--- src/hdl/timer_period_split_scheduler_defines.svh ---
// ---------------------------------------------------------------------------
// Timer period split scheduler: assertion macros
// Concurrent check wrappers, compiled out when ASSERT_OFF is set.
// ---------------------------------------------------------------------------
`ifndef TIMER_PERIOD_SPLIT_SCHEDULER_DEFINES_SVH
`define TIMER_PERIOD_SPLIT_SCHEDULER_DEFINES_SVH

`ifndef ASSERT_OFF
`define TSPS_ASSERT_IMPL(lbl, clk, rst_n, pre, post) \
    lbl: assert property (@(posedge clk) disable iff (!rst_n) (pre) |-> (post)) \
        else $error("tsps: same-cycle check failed");
`define TSPS_ASSERT_NEXT(lbl, clk, rst_n, pre, post) \
    lbl: assert property (@(posedge clk) disable iff (!rst_n) (pre) |=> (post)) \
        else $error("tsps: next-cycle check failed");
`else
`define TSPS_ASSERT_IMPL(lbl, clk, rst_n, pre, post)
`define TSPS_ASSERT_NEXT(lbl, clk, rst_n, pre, post)
`endif

`endif

--- src/hdl/tsps_pkg.sv ---
// ---------------------------------------------------------------------------
// Timer period split scheduler package
// Widths, constants, codes and payload types shared by the scheduler.
// ---------------------------------------------------------------------------
package tsps_pkg;

    localparam int MAX_COMPARE  = 255;
    localparam int SINGLE_LIMIT = 256;
    localparam int MS_TO_US     = 1000;

    localparam int TICK_W    = 8;
    localparam int MS_W      = 22;
    localparam int TICKS_W   = 32;
    localparam int CNT_W     = 32;
    localparam int PER_OUT_W = 9;

    localparam int CMP_W     = $clog2(MAX_COMPARE + 1);
    // divisor width covers both the tick length and the largest compare value
    localparam int DIV_W     = (CMP_W > TICK_W) ? CMP_W : TICK_W;
    localparam int PER_W     = (DIV_W > PER_OUT_W) ? DIV_W : PER_OUT_W;

    localparam int MUL_STEPS = $clog2(MS_TO_US + 1);
    localparam int MUL_CNT_W = $clog2(MUL_STEPS + 1);
    localparam int DIV_CNT_W = $clog2(TICKS_W + 1);

    localparam logic FUNC_START  = 1'b0;
    localparam logic FUNC_TICK   = 1'b1;
    localparam logic STATUS_OK   = 1'b0;
    localparam logic STATUS_ZERO = 1'b1;

    typedef struct packed {
        logic            func;
        logic [MS_W-1:0] time_ms;
    } tsps_in_t;

    typedef struct packed {
        logic [PER_OUT_W-1:0] period_ticks;
        logic [CNT_W-1:0]     match_count;
        logic                 fire;
        logic                 status;
    } tsps_out_t;

    typedef struct packed {
        logic               done;
        logic [TICKS_W-1:0] quotient;
        logic [DIV_W-1:0]   remainder;
    } tsps_div_res_t;

endpackage

--- src/hdl/tsps_mul.sv ---
// ---------------------------------------------------------------------------
// Millisecond to microsecond converter
// Shift-and-add multiply by the fixed microseconds-per-millisecond factor,
// one multiplier bit per cycle.
// ---------------------------------------------------------------------------
module tsps_mul (
    input  logic                          aclk,
    input  logic                          aresetn,
    input  logic                          start,
    input  logic [tsps_pkg::MS_W-1:0]     ms,
    output logic                          done,
    output logic [tsps_pkg::TICKS_W-1:0]  product
);
    import tsps_pkg::*;

    logic [TICKS_W-1:0]   mcand_reg;
    logic [MUL_STEPS-1:0] mplier_reg;
    logic [TICKS_W-1:0]   acc_reg;
    logic [MUL_CNT_W-1:0] cnt_reg;
    logic                 busy_reg;
    logic                 done_reg;

    always_ff @(posedge aclk) begin
        if (!aresetn) begin
            busy_reg <= 1'b0;
            done_reg <= 1'b0;
            cnt_reg  <= '0;
        end else begin
            done_reg <= 1'b0;
            if (start) begin
                mcand_reg  <= TICKS_W'(ms);
                mplier_reg <= MUL_STEPS'(MS_TO_US);
                acc_reg    <= '0;
                cnt_reg    <= '0;
                busy_reg   <= 1'b1;
            end else if (busy_reg) begin
                if (mplier_reg[0]) begin
                    acc_reg <= acc_reg + mcand_reg;
                end
                mcand_reg  <= {mcand_reg[TICKS_W-2:0], 1'b0};
                mplier_reg <= {1'b0, mplier_reg[MUL_STEPS-1:1]};
                cnt_reg    <= cnt_reg + MUL_CNT_W'(1);
                if (cnt_reg == MUL_CNT_W'(MUL_STEPS - 1)) begin
                    busy_reg <= 1'b0;
                    done_reg <= 1'b1;
                end
            end
        end
    end

    assign done    = done_reg;
    assign product = acc_reg;

endmodule

--- src/hdl/tsps_div.sv ---
// ---------------------------------------------------------------------------
// Bit-serial divider
// Restoring division, one quotient bit per cycle; shared by the tick
// conversion and the divisor search.
// ---------------------------------------------------------------------------
module tsps_div (
    input  logic                            aclk,
    input  logic                            aresetn,
    input  logic                            start,
    input  logic [tsps_pkg::TICKS_W-1:0]    dividend,
    input  logic [tsps_pkg::DIV_W-1:0]      divisor,
    output tsps_pkg::tsps_div_res_t         res
);
    import tsps_pkg::*;

    logic [TICKS_W-1:0]   quo_reg;
    logic [DIV_W-1:0]     rem_reg;
    logic [DIV_W-1:0]     dsr_reg;
    logic [DIV_CNT_W-1:0] cnt_reg;
    logic                 busy_reg;
    logic                 done_reg;

    logic [DIV_W:0]       trial;
    logic [DIV_W:0]       diff;
    logic                 fits;

    // partial remainder stays below the divisor, so one subtract per bit
    assign trial = {rem_reg, quo_reg[TICKS_W-1]};
    assign diff  = trial - {1'b0, dsr_reg};
    assign fits  = (trial >= {1'b0, dsr_reg});

    always_ff @(posedge aclk) begin
        if (!aresetn) begin
            busy_reg <= 1'b0;
            done_reg <= 1'b0;
            cnt_reg  <= '0;
        end else begin
            done_reg <= 1'b0;
            if (start) begin
                quo_reg  <= dividend;
                rem_reg  <= '0;
                dsr_reg  <= divisor;
                cnt_reg  <= '0;
                busy_reg <= 1'b1;
            end else if (busy_reg) begin
                rem_reg <= fits ? diff[DIV_W-1:0] : trial[DIV_W-1:0];
                quo_reg <= {quo_reg[TICKS_W-2:0], fits};
                cnt_reg <= cnt_reg + DIV_CNT_W'(1);
                if (cnt_reg == DIV_CNT_W'(TICKS_W - 1)) begin
                    busy_reg <= 1'b0;
                    done_reg <= 1'b1;
                end
            end
        end
    end

    assign res.done      = done_reg;
    assign res.quotient  = quo_reg;
    assign res.remainder = rem_reg;

endmodule

--- src/hdl/timer_period_split_scheduler.sv ---
// ---------------------------------------------------------------------------
// Timer period split scheduler
// Converts a millisecond duration into a compare period and match count,
// and counts compare-match ticks, firing each time the match count is reached.
// ---------------------------------------------------------------------------
// One item at a time. A start item runs the ms-to-us multiply, the divide
// by the tick length, and then, for more than 256 ticks, one divide for
// each candidate divisor tried downward from 255 on the shared bit-serial
// divider. The result sits in an output register, so a new item is taken
// while the previous result waits. No clearing pass follows reset.
`include "timer_period_split_scheduler_defines.svh"

module timer_period_split_scheduler (
    input  logic                         aclk,
    input  logic                         aresetn,
    input  logic                         s_valid,
    output logic                         s_ready,
    input  tsps_pkg::tsps_in_t           s_data,
    output logic                         m_valid,
    input  logic                         m_ready,
    output tsps_pkg::tsps_out_t          m_data,
    input  logic                         cfg_wr_en,
    input  logic [tsps_pkg::TICK_W-1:0]  cfg_wr_data
);
    import tsps_pkg::*;

    localparam logic [2:0] ST_IDLE   = 3'd0;
    localparam logic [2:0] ST_TICK   = 3'd1;
    localparam logic [2:0] ST_MUL    = 3'd2;
    localparam logic [2:0] ST_TICKS  = 3'd3;
    localparam logic [2:0] ST_SEARCH = 3'd4;
    localparam logic [2:0] ST_EMIT   = 3'd5;

    logic [2:0]           state_reg;
    logic [TICK_W-1:0]    tick_us_reg;
    logic [TICKS_W-1:0]   ticks_reg;
    logic [DIV_W-1:0]     d_reg;
    logic [PER_W-1:0]     per_reg;
    logic [CNT_W-1:0]     cnt_reg;
    logic                 status_reg;
    logic [CNT_W-1:0]     target_reg;
    logic [CNT_W-1:0]     counter_reg;
    logic                 armed_reg;
    logic [PER_OUT_W-1:0] period_store_reg;
    logic                 m_valid_reg;
    logic                 m_valid_next;
    tsps_out_t            m_data_reg;

    logic                 in_accept;
    logic                 slot_free;
    logic                 mul_start;
    logic                 mul_done;
    logic [TICKS_W-1:0]   mul_product;
    logic                 div_start;
    logic [TICKS_W-1:0]   div_dividend;
    logic [DIV_W-1:0]     div_divisor;
    tsps_div_res_t        div_res;
    logic [TICK_W-1:0]    tick_eff;
    logic                 ticks_zero;
    logic                 ticks_single;
    logic                 search_hit;
    logic                 search_last;
    logic                 div_phase;

    assign s_ready   = (state_reg == ST_IDLE);
    assign in_accept = s_valid && s_ready;
    assign slot_free = !m_valid_reg || m_ready;

    // raise on a new result, drop once the waiting item is taken
    assign m_valid_next = (((state_reg == ST_TICK) || (state_reg == ST_EMIT)) && slot_free)
                          || (m_valid_reg && !m_ready);

    assign tick_eff     = (tick_us_reg == '0) ? TICK_W'(1) : tick_us_reg;
    assign ticks_zero   = (div_res.quotient == '0);
    assign ticks_single = (div_res.quotient <= TICKS_W'(SINGLE_LIMIT));
    assign search_hit   = (div_res.remainder == '0);
    assign search_last  = (d_reg == DIV_W'(2));
    assign div_phase    = (state_reg == ST_TICKS) || (state_reg == ST_SEARCH);

    assign mul_start = in_accept && (s_data.func == FUNC_START);

    always_comb begin
        div_start    = 1'b0;
        div_dividend = ticks_reg;
        div_divisor  = d_reg - DIV_W'(1);
        case (state_reg)
            ST_MUL: begin
                div_start    = mul_done;
                div_dividend = mul_product;
                div_divisor  = DIV_W'(tick_eff);
            end
            ST_TICKS: begin
                div_start    = div_res.done && !ticks_zero && !ticks_single;
                div_dividend = div_res.quotient;
                div_divisor  = DIV_W'(MAX_COMPARE);
            end
            ST_SEARCH: begin
                div_start = div_res.done && !search_hit && !search_last;
            end
            default: begin
                div_start = 1'b0;
            end
        endcase
    end

    tsps_mul u_mul (
        .aclk    (aclk),
        .aresetn (aresetn),
        .start   (mul_start),
        .ms      (s_data.time_ms),
        .done    (mul_done),
        .product (mul_product)
    );

    tsps_div u_div (
        .aclk     (aclk),
        .aresetn  (aresetn),
        .start    (div_start),
        .dividend (div_dividend),
        .divisor  (div_divisor),
        .res      (div_res)
    );

    always_ff @(posedge aclk) begin
        if (!aresetn) begin
            state_reg        <= ST_IDLE;
            tick_us_reg      <= TICK_W'(1);
            target_reg       <= '0;
            counter_reg      <= CNT_W'(1);
            armed_reg        <= 1'b0;
            period_store_reg <= '0;
            m_valid_reg      <= 1'b0;
            d_reg            <= DIV_W'(MAX_COMPARE);
        end else begin
            if (cfg_wr_en) begin
                tick_us_reg <= cfg_wr_data;
            end
            m_valid_reg <= m_valid_next;

            case (state_reg)
                ST_IDLE: begin
                    if (in_accept) begin
                        state_reg <= (s_data.func == FUNC_TICK) ? ST_TICK : ST_MUL;
                    end
                end
                ST_TICK: begin
                    if (slot_free) begin
                        m_data_reg.fire <= armed_reg && (counter_reg == target_reg);
                        if (armed_reg) begin
                            if (counter_reg == target_reg) begin
                                counter_reg <= CNT_W'(1);
                            end else begin
                                counter_reg <= counter_reg + CNT_W'(1);
                            end
                        end
                        m_data_reg.period_ticks <= period_store_reg;
                        m_data_reg.match_count  <= target_reg;
                        m_data_reg.status       <= STATUS_OK;
                        state_reg               <= ST_IDLE;
                    end
                end
                ST_MUL: begin
                    if (mul_done) begin
                        state_reg <= ST_TICKS;
                    end
                end
                ST_TICKS: begin
                    if (div_res.done) begin
                        ticks_reg <= div_res.quotient;
                        if (ticks_zero) begin
                            per_reg    <= '0;
                            cnt_reg    <= '0;
                            status_reg <= STATUS_ZERO;
                            state_reg  <= ST_EMIT;
                        end else if (ticks_single) begin
                            per_reg    <= PER_W'(div_res.quotient[PER_OUT_W-1:0]);
                            cnt_reg    <= CNT_W'(1);
                            status_reg <= STATUS_OK;
                            state_reg  <= ST_EMIT;
                        end else begin
                            d_reg     <= DIV_W'(MAX_COMPARE);
                            state_reg <= ST_SEARCH;
                        end
                    end
                end
                ST_SEARCH: begin
                    if (div_res.done) begin
                        status_reg <= STATUS_OK;
                        if (search_hit) begin
                            per_reg   <= PER_W'(d_reg);
                            cnt_reg   <= div_res.quotient;
                            state_reg <= ST_EMIT;
                        end else if (search_last) begin
                            // no divisor above one: one tick per period
                            per_reg   <= PER_W'(1);
                            cnt_reg   <= ticks_reg;
                            state_reg <= ST_EMIT;
                        end else begin
                            d_reg <= d_reg - DIV_W'(1);
                        end
                    end
                end
                ST_EMIT: begin
                    if (slot_free) begin
                        m_data_reg.period_ticks <= per_reg[PER_OUT_W-1:0];
                        m_data_reg.match_count  <= cnt_reg;
                        m_data_reg.fire         <= 1'b0;
                        m_data_reg.status       <= status_reg;
                        if (status_reg == STATUS_OK) begin
                            period_store_reg <= per_reg[PER_OUT_W-1:0];
                            target_reg       <= cnt_reg;
                            counter_reg      <= CNT_W'(1);
                            armed_reg        <= 1'b1;
                        end
                        state_reg <= ST_IDLE;
                    end
                end
                default: begin
                    state_reg <= ST_IDLE;
                end
            endcase
        end
    end

    assign m_valid = m_valid_reg;
    assign m_data  = m_data_reg;

    `TSPS_ASSERT_IMPL(a_idle_counter, aclk, aresetn, !armed_reg, counter_reg == CNT_W'(1))
    `TSPS_ASSERT_IMPL(a_armed_target, aclk, aresetn, armed_reg, target_reg != '0)
    `TSPS_ASSERT_IMPL(a_armed_range, aclk, aresetn, armed_reg, counter_reg <= target_reg)
    `TSPS_ASSERT_IMPL(a_div_owner, aclk, aresetn, div_res.done, div_phase)
    `TSPS_ASSERT_IMPL(a_search_floor, aclk, aresetn, state_reg == ST_SEARCH, d_reg >= DIV_W'(2))
    `TSPS_ASSERT_NEXT(a_mul_to_div, aclk, aresetn, mul_done, state_reg == ST_TICKS)

endmodule
--- config.mk ---
export PLATFORM = sky130hd
export DESIGN_NAME = timer_period_split_scheduler
export DESIGN_NICKNAME = d
export VERILOG_FILES = /design/src/hdl/tsps_pkg.sv /design/src/hdl/tsps_mul.sv /design/src/hdl/tsps_div.sv /design/src/hdl/timer_period_split_scheduler.sv
export VERILOG_INCLUDE_DIRS = /design/src /design/src/hdl
export SDC_FILE = /design/constraint.sdc
export NUM_CORES = 1
export LEC_CHECK = 0
export ABC_AREA = 1
export BUFFER_PORTS_ARGS = -buffer_cell sky130_fd_sc_hd__buf_2
export CORE_AREA = 4 4 137 204
export CTS_BUF_LIST = sky130_fd_sc_hd__clkbuf_2
export DETAILED_ROUTE_END_ITERATION = 8
export DIE_AREA = 0 0 141 208
export GPL_TIMING_DRIVEN = 0
export PLACE_DENSITY = 0.85
export SKIP_LAST_GASP = 1
export SLEW_MARGIN = 30
export SYNTH_ARGS = -nofsm -noshare
export SYNTH_HDL_FRONTEND = slang
export SYNTH_SLANG_ARGS = --single-unit
--- constraint.sdc ---
create_clock -name aclk -period 12.2 [get_ports aclk]
set_clock_uncertainty 0.1 [all_clocks]
set_input_delay 1.22 -clock aclk [delete_from_list [all_inputs] [get_ports aclk]]
set_output_delay 1.22 -clock aclk [all_outputs]
set_load 0.02 [all_outputs]
# Word level (Yosys, flattened, before mapping)
# Index checks and enable logic that the tools add are counted.
# totals
in_bits	36
reg_bits	347
elab_cells	179
out_inout_bits	45
# classes
order_cmp	2
n_reduce_logical	45
n_eq_ne	25
n_mux	67
add_sub_neg	6
n_bitwise	5
# ops
operator	count
32-bit two-way mux	16
32-bit one-hot mux with 2 select lines	3
43-bit two-way mux	2
43-bit one-hot mux with 2 select lines	1
8-bit two-way mux	9
9-bit two-way mux	6
32-bit by 1-bit adder with 32-bit output (second input constant)	1
32-bit adder	1
32-bit equality test	1
32-bit by 9-bit <= comparator with 1-bit output (second input constant)	1
32-bit logical NOT	1
8-bit one-hot mux with 2 select lines	2
22-bit two-way mux	1
3-bit two-way mux	7
2-bit != test (second input constant)	9
9-bit one-hot mux with 2 select lines	1
8-bit logical NOT	2
3-bit one-hot mux with 5 select lines	1
1-bit two-way mux	14
3-bit AND reduction	4
6-bit AND reduction	2
10-bit two-way mux	1
2-bit by 1-bit != test with 1-bit output (second input constant)	5
5-bit AND reduction	2
26 further kinds	57

# Depth between registers and ports, before layout
# Gate-level depths: netlist of run 1.
# logic_depth
word_depth	7
ltp_mapped	14
mapped_depth_nobuf	14

# Cells and area by module
# Synthesis of run 1 repeated with hierarchy kept, for this count alone.
# hier_totals
hier_cells	2249
area_unflattened_um2	18325.1
# by_module_without_submodules
module	instances	seq_area_each_um2	area_each_um2	cells_per_inst
timer_period_split_scheduler	1	5395.2	10044.6	1177
tsps_mul	1	2342.2	5444.0	748
tsps_div	1	1601.5	2836.5	324

# Worst setup path before layout of run 1
# OpenSTA, ideal clock, no wires.
# synth_path
kind	in2reg
startpoint	input port s_data[22] (netlist bit)
endpoint	register u_mul.acc_reg[0] (netlist: u_mul.product[0]) (enable)
required_time_ps	11713
t_arrival_ps	4617
path_buffers	0
setup_ps	387
setup_slack_ps	7096
cell_stages	5
cell_sequence	nor2_1 -> nand2_1 -> a21oi_1 -> o21ai_0 -> inv_1
# synth_between
elab_chain_len	4
word_cells_on_any_way	5
classes_between	bitwise (1); reduce/logical (4)
# synth_rtl
item	line_no	text
from (decl)	timer_period_split_scheduler.sv:18	input tsps_pkg::tsps_in_t s_data,
1-bit NOT *	timer_period_split_scheduler.sv:80	assign mul_start = in_accept && (s_data.func == FUNC_START);
1-bit logical AND *	timer_period_split_scheduler.sv:80	
2-bit nonzero test (no line)	--	
3-bit AND reduction (no line) *	--	
to (signal assigned)	tsps_mul.sv:38	acc_reg <= acc_reg + mcand_reg;
to (decl)	tsps_mul.sv:18	logic [TICKS_W-1:0] acc_reg;
# Mark *: on every way between the ends. The rest lies on a longest branch, timed or not.
# A chain may end at the register's enable or synchronous reset.

# Worst setup path after layout of run 1
# layout_path
startpoint	register state_reg[2]
endpoint	output port s_ready
# layout_between
elab_chain_len	1
# layout_rtl
item	line_no	text
from (decl)	timer_period_split_scheduler.sv:34	logic [2:0] state_reg;
from (signal assigned)	timer_period_split_scheduler.sv:143	state_reg <= (s_data.func == FUNC_TICK) ? ST_TICK : ST_MUL;
3-bit logical NOT	timer_period_split_scheduler.sv:65	assign s_ready = (state_reg == ST_IDLE);
to (decl)	timer_period_split_scheduler.sv:17	output logic s_ready,
# Every way passes these cells.

==> out/metrics.csv, run 1 <==
stage,metric,value,unit
run_status,outcome,finished clean,
route,route.met2.wl,25.9,mm
critical_path,max_stage_delay,0.47,ns
die,coreArea,26300,sq um
route,drt-met1-wl,17.1,mm
clock_network,cts_buffer_depth,3,
layout,largest_reg_flops,43,
power,vdd_ir_drop_max,110,uV
power,power,3.29,mW
synth,yosys_warnings,0,
sta,slew_headroom,0.380,
sta,setup_violations,0,
clock_network,cts_sinks,347,
die,std_cell_rows,73,
sta,drv_slew,0,
route,vias,15300,
global_route,grt_pass1_vias,15500,
route,viasPerCell,5.62,
placed_design,gp_congestion,1.00,
die,initial_core_util,0.677,
route,drt_iter0_drc,1023,
synth,synth-edff-count,239,
synth,synth_fp_nets,2239,
critical_path,slowest_stage,dfxtp_1,
global_route,antenna_found_initial,1,
die,die_area,29300,sq um
clock_network,clock_tree.root_cell,clkbuf_2,
route,routedWlPerCell,17.9,microns
die,fp.dieW,141,microns
sta,finalCritPeriodShare,0.278,
clock_network,cts_hold_buf,0,
sta,finalSetupTns,0,ns
layout,syn_to_final_growth,9.59,%
synth,yosys.area.top_type,edfxtp_1,
synth,ys_top_cells_by_area,"edfxtp_1, nand2_1, dfxtp_1",
placed_design,hpwlAfterDp,37.8,mm
route,dr.pass1.iters,8,
critical_path,crit_fanout,4,
critical_path,start_kind,register,
placed_design,dpl.cell_count,2582,
clock_network,clk_latency,1.02,ns
synth,postSynthAreaPerCell,8.26,sq um
power,p_per_area,168,nW/um^2
critical_path,cp-end-kind,primary output,
synth,synth_top_area_frac,0.403,
route,topRoutingLayerUsed,met4,
route,drc,0,
clock_network,cts-buffers-inserted,81,
global_route,grt_max_degree,33,
run,cap_violations,0,
sta,worstMarginPinSlew,0.931,ns
route,antenna_left,0,
die,ioPinCount,81,
sta,min_period,3.39,ns
synth,async_reset_ff_frac,0,
worst_hold_path,hp-class,primary input to register,
global_route,grt_pass1_wl,77.6,mm
layout,stdcell_count,2731,
global_route,overflow,0,
synth,synth_cell_types,47,
clock_network,clkTransAtPathRegs,0.12,ns
power,leakage,8.12,nW
sta,timing.hold.ws,0.344,ns
synth,ys_ff_latch,347,
global_route,track_usage,0.336,
clock_network,htreeDepth,3,
route,dr_wl_met3,2.61,mm
sta,rsz0062_at_grt,no,
clock_network,cts_tree,done,
synth,synth-main-ff-cell,edfxtp_1,
critical_path,crit_arrival,2.07,ns
route,wl,48.9,mm
sta,max_freq,0.295,GHz
critical_path,worstPathCellList,inv_1 -> nand2_1 -> inv_1 -> buf_2,
critical_path,cp_common_cell,inv_1,
sta,hold_violations,0,
layout,nNetsFinal,2411,
clock_network,post-cts-setup-buffers,0,
critical_path,required,10.88,ns
synth,synth_cells,2156,
placed_design,io_buffer_count,80,
die,fp.dieH,208,microns
layout,drive_gt1_frac,0.125,
clock_network,cts_resized,0,
synth,synth-seq-area-share,0.524,
critical_path,worstSetupPathType,register to primary output,
synth,syn-cell-area,17800,sq um
## per-layer routing
| metal | track usage | up-vias |
|---|---|---|
| met1 | 0.343 | 7036 |
| met2 | 0.619 | 603 |
| met4 | 0.225 | 0 |
| met5 | 0 | - |
| li1 | - | 7509 |
| met3 | 0.0515 | 187 |
## critical path: cells and delay by family, from the launching register on
family	cells	cell delay, ns
buffers and inverters	3	0.45
AND/OR/NAND/NOR	1	0.16
flip-flops	1	0.47
## kinds of logic (layout without fill, tap and decap cells)
family | count (synthesis) | after routing | share of synthesized area
compound gates | 408 | 408 | 0.118
simple gates | 990 | 990 | 0.228
xor+xnor | 48 | 48 | 0.0236
other cells | 0 | 1 | 0
flops | 347 | 347 | 0.524
fa+ha+maj | 47 | 47 | 0.0339
buf+inv | 316 | 553 | 0.0718
## through the flow
stage	utilization	setup WS [ns]	area, sq um
global route	0.742	8.74	19500
finish	0.742	8.81	19500
global placement	0.709	5.68	18600
detailed placement	0.715	8.14	18800
CTS	0.742	8.81	19500
floorplan	-	7.10	17800
## where the power goes
group          switching [mW]  leakage [nW]  internal, mW
registers              0.0929          3.07          1.49
logic                   0.649          4.48         0.304
clock network           0.483         0.569         0.266
## layout make-up
class / instances / area (sq um)
clock buffer: 121 / 606
buffer: 77 / 383
fill: 2035 / 6780
timing repair buffer: 89 / 531
clock inverter: 27 / 110
sequential: 347 / 9340
antenna: 1 / 2.50
multi-input combinational: 1493 / 7240
inverter: 239 / 897
tap: 337 / 422
## synthesized netlist by cell type, drive strengths merged, types with 4 or more instances
cell type and instances:
clkbuf 44, buf 33, xor2 19, nor3 30, edfxtp 239, nand4 23, xnor2 29, o21bai 4
nor2 217, or2 10, nand3b 4, ha 45, a21oi 168, nand2 632, o21ai 216, nand3 68
dfxtp 108, o22ai 8, inv 239
## placed cells by master (no fill, tap or decap), types with 6 or more instances in the layout
master    instances
a21oi_1         166
buf_2            94
buf_4            12
buf_6             6
clkbuf_1         43
clkbuf_2        122
clkinv_1         17
clkinv_2          7
dfxtp_1         108
edfxtp_1        239
ha_1             45
inv_1           229
inv_2            13
nand2_1         621
nand2_2           9
nand3_1          68
nand4_1          23
nor2_1          205
nor2_4            7
nor3_1           27
o21ai_0         185
o21ai_1          31
o22ai_1           8
or2_2             9
xnor2_1          29
xor2_1           19
## final timing paths
| kind | start | to | slack (ns) | cells past startpoint |
|---|---|---|---|---|
| worst max-delay path | state_reg[2] | s_ready | 8.81 | 4 |
| worst min-delay path | cfg_wr_data[3] | tick_us_reg[3] | 0.34 | 3 |
| worst max register to register | u_mul.product[0] | u_mul.product[30] | 9.17 | 11 |
| worst min register to register | period_store_reg[6] | period_store_reg[6] | 0.36 | 2 |
Power figures use the tool's default switching activity.
==> inputs of run 2 (changes only) <==
--- a/config.mk
+++ b/config.mk
@@ -8,12 +8,12 @@
 export LEC_CHECK = 0
 export ABC_AREA = 1
 export BUFFER_PORTS_ARGS = -buffer_cell sky130_fd_sc_hd__buf_2
-export CORE_AREA = 4 4 137 204
+export CORE_AREA = 4 4 142 212
 export CTS_BUF_LIST = sky130_fd_sc_hd__clkbuf_2
 export DETAILED_ROUTE_END_ITERATION = 8
-export DIE_AREA = 0 0 141 208
+export DIE_AREA = 0 0 146 216
 export GPL_TIMING_DRIVEN = 0
-export PLACE_DENSITY = 0.85
+export PLACE_DENSITY = 0.79
 export SKIP_LAST_GASP = 1
 export SLEW_MARGIN = 30
 export SYNTH_ARGS = -nofsm -noshare
==> constraint.sdc (replaced) <==
create_clock -name aclk -period 3.3 [get_ports aclk]
set_clock_uncertainty 0.1 [all_clocks]
set_input_delay 0.33 -clock aclk [delete_from_list [all_inputs] [get_ports aclk]]
set_output_delay 0.33 -clock aclk [all_outputs]
set_load 0.02 [all_outputs]
==> run 2 against run 1 <==
Power grew to 3.8 times the previous value. Sequential share of layout area down 2.2 points. Count of clock-buffer cells in the layout is 2 lower. Design area is 4.7% higher. Die area is 7.5% higher. Critical path depth is 7 higher. Clock power rose to 4.1 times the previous value. Register-to-register slack worse by 9.0 ns. Setup slack got worse by 8.7 ns. Sequential power increased to 3.7 times the previous value. Utilization fell by 1.4 points. Cell count up 3.3%.
==> out/metrics.csv, run 2 (synthesis gave the netlist of run 1 again) <==
stage,metric,value,unit,change
layout,largest_reg_flops,43,,unchanged
sta,slew_headroom,0.428,,+0.0488
route,antenna_left,0,,unchanged
global_route,grt_pass1_vias,15900,,+2.6%
critical_path,crit_path_end,u_mul.product[30],,
sta,timing.hold.ws,0.0942,ns,-0.249 ns
die,coreArea,28100,sq um,+6.7%
run,cap_violations,0,,unchanged
route,wl,51.1,mm,+4.4%
route,routedWlPerCell,18.1,microns,+1.0%
worst_hold_path,min_from,s_data[16],,
sta,finalSetupTns,0,ns,unchanged
critical_path,worstSetupPathType,register to register,,
critical_path,cp-end-kind,register,,
global_route,antenna_found_initial,2,,+1
critical_path,crit_buf_inv,1,,-2
sta,setup_violations,0,,unchanged
critical_path,crit_fanout,5,,+1
route,drc,0,,unchanged
power,combPwrFrac,0.294,,+0.004
power,vdd_ir_drop_max,407,uV,+270%
global_route,overflow,0,,unchanged
route,vias,15700,,+2.6%
placed_design,io_buffer_count,80,,unchanged
run_status,outcome,finished clean,,
layout,nNetsFinal,2487,,+3.2%
sta,max_freq,0.317,GHz,
clock_network,cts_sinks,347,,unchanged
critical_path,start_kind,register,,
power,switchingPower,4.64,mW,+280%
power,power,12.6,mW,+280%
critical_path,cp_top_family,compound AO/OA/AOI/OAI gates,,
sta,min_period,3.15,ns,
clock_network,cts_tree,done,,
critical_path,r2r_start,u_mul.product[0],,
die,ioPinCount,81,,unchanged
die,die_area,31500,sq um,+7.5%
die,fp.dieH,216,microns,+3.8%
worst_hold_path,hp-class,primary input to register,,
critical_path,worstPathCellList,ha_1 -> inv_1 -> fa_1 -> o21ai_0 -> nand2_1 -> nand2_1 -> nand2_1 -> nand2_1 -> nand3_1 -> a21oi_1 -> nor2_1,,
power,leakage,8.49,nW,+4.6%
critical_path,cp_common_cell,nand2_1,,
power,pwr-share-clk,0.241,,+0.013
power,seqPwrFrac,0.466,,-0.016
sta,worstMarginPinSlew,0.848,ns,-0.0822 ns
route,viasPerCell,5.58,,-0.69%
clock_network,cts_buffer_depth,3,,unchanged
die,initial_core_util,0.635,,-0.0423
clock_network,htreeDepth,3,,unchanged
global_route,grt_pass1_wl,81.1,mm,+4.5%
clock_network,clock_tree.root_cell,clkbuf_2,,
layout,final_common_cell,nand2_1,,
power,internal_power,7.94,mW,+290%
global_route,track_usage,0.324,,-0.0117
sta,hold_violations,0,,unchanged
layout,fin_util,0.729,,-0.0136
power,p_sw_frac,0.369,,-0.00392
placed_design,hpwlAfterDp,38.0,mm,+0.45%
layout,final_cell_mix,"nand2_1, edfxtp_1, inv_1",,
die,std_cell_rows,75,,+2.7%
global_route,grt_max_degree,33,,unchanged
clock_network,clk_latency,1.02,ns,about the same
critical_path,rr_worst_depth,11,,unchanged
clock_network,cts-buffers-inserted,82,,+1.2%
critical_path,required,3.96,ns,-6.92 ns
die,fp.dieW,146,microns,+3.5%
route,drt_iter0_drc,1124,,+9.9%
placed_design,gp_congestion,0.946,,-5.4%
critical_path,r2r_end,u_mul.product[30],,
sta,finalCritPeriodShare,0.955,,
critical_path,max_stage_delay,0.70,ns,+0.23 ns
critical_path,reg2reg_slack,0.15,ns,-9.02 ns
critical_path,cp_num_cells,11,,+7
critical_path,crit_arrival,3.81,ns,+1.74 ns
sta,drv_slew,0,,unchanged
layout,drive_gt1_frac,0.119,,-0.00529
sta,rsz0062_at_grt,no,,
critical_path,slowest_stage,o21ai_0,,
critical_path,cp-startpoint,u_mul.product[0],,
route,dr.pass1.iters,6,,-2
power,p_per_area,615,nW/um^2,+270%
layout,syn_to_final_growth,14.8,%,
clock_network,clkTransAtPathRegs,0.12,ns,about the same
==> run 2: cell types whose count changed in the layout (fill, tap and decap cells not counted), sizes merged <==
| cell | before | now |
|---|---|---|
| dlygate4sd3 | 0 | 77 |
| inv | 242 | 240 |
| clkbuf | 165 | 163 |
| diode | 1 | 2 |
| clkinv | 24 | 30 |
| buf | 122 | 120 |
| clkinvlp | 0 | 1 |
| bufinv | 0 | 3 |
==> run 2: layout make-up <==
| class | count | area [sq um] |
|---|---|---|
| Sequential cell | 347 | 9340 |
| Inverter | 239 | 900 |
| Clock buffer | 119 | 596 |
| Antenna cell | 2 | 5.00 |
| Buffer | 77 | 383 |
| Tap cell | 346 | 433 |
| Clock inverter | 35 | 221 |
| Multi-Input combinational cell | 1493 | 7240 |
| Fill cell | 2192 | 7610 |
| Timing Repair Buffer | 164 | 1330 |
==> run 2: worst min path at each step <==
stage / slack, ns / endpoint / cells after the start
2_1_floorplan: 0.32 / period_store_reg[0] / 2
3_3_place_gp: 0.33 / ticks_reg[1] / 0
4_1_cts: 0.006 / u_mul.mcand_reg[16] / 4
6_report: 0.09 / u_mul.mcand_reg[16] / 4
5_1_grt: 0.04 / u_mul.mcand_reg[6] / 4
3_5_place_dp: 0.33 / ticks_reg[22] / 0
==> run 2: repair_timing <==
action,in CTS,in global routing
hold buffers,77,0
resized for setup,0,2
hold endpoints to repair,95,0
setup endpoints to repair,0,11
buffers inserted,0,0
==> run 2: tightest hold or removal path: stages <==
cell and delay [ns]:
dlygate4sd3_1 0.52, buf_2 0.09, nand2_1 0.04, nand2_1 0.05
==> run 2: power by group through the flow <==
stage / sequential (mW) / combinational (mW) / clock (mW)
6_report: 5.86 / 3.69 / 3.03
3_5_place_dp: 5.95 / 3.52 / 0
4_1_cts: 5.85 / 3.64 / 3.06
5_1_grt: 5.91 / 4.10 / 3.32
2_1_floorplan: 5.93 / 2.38 / 0
3_3_place_gp: 5.94 / 3.37 / 0
==> run 2: stage by stage <==
step | worst slack (ns) | std cells | area [sq um]
after floorplan | 0.167 | 2156 | 17800
after detailed placement | 0.220 | 2589 | 18800
final | 0.149 | 2822 | 20400
after CTS | 0.169 | 2820 | 20400
after global placement | -1.17 | 2582 | 18700
after global routing | 0.0183 | 2822 | 20400
==> run 2: per-layer routing <==
metal | share of wire | GRT usage
met1 | 0.36 | 0.347
met2 | 0.52 | 0.593
met3 | 0.051 | 0.0499
met4 | 0.068 | 0.204
met5 | 0 | 0
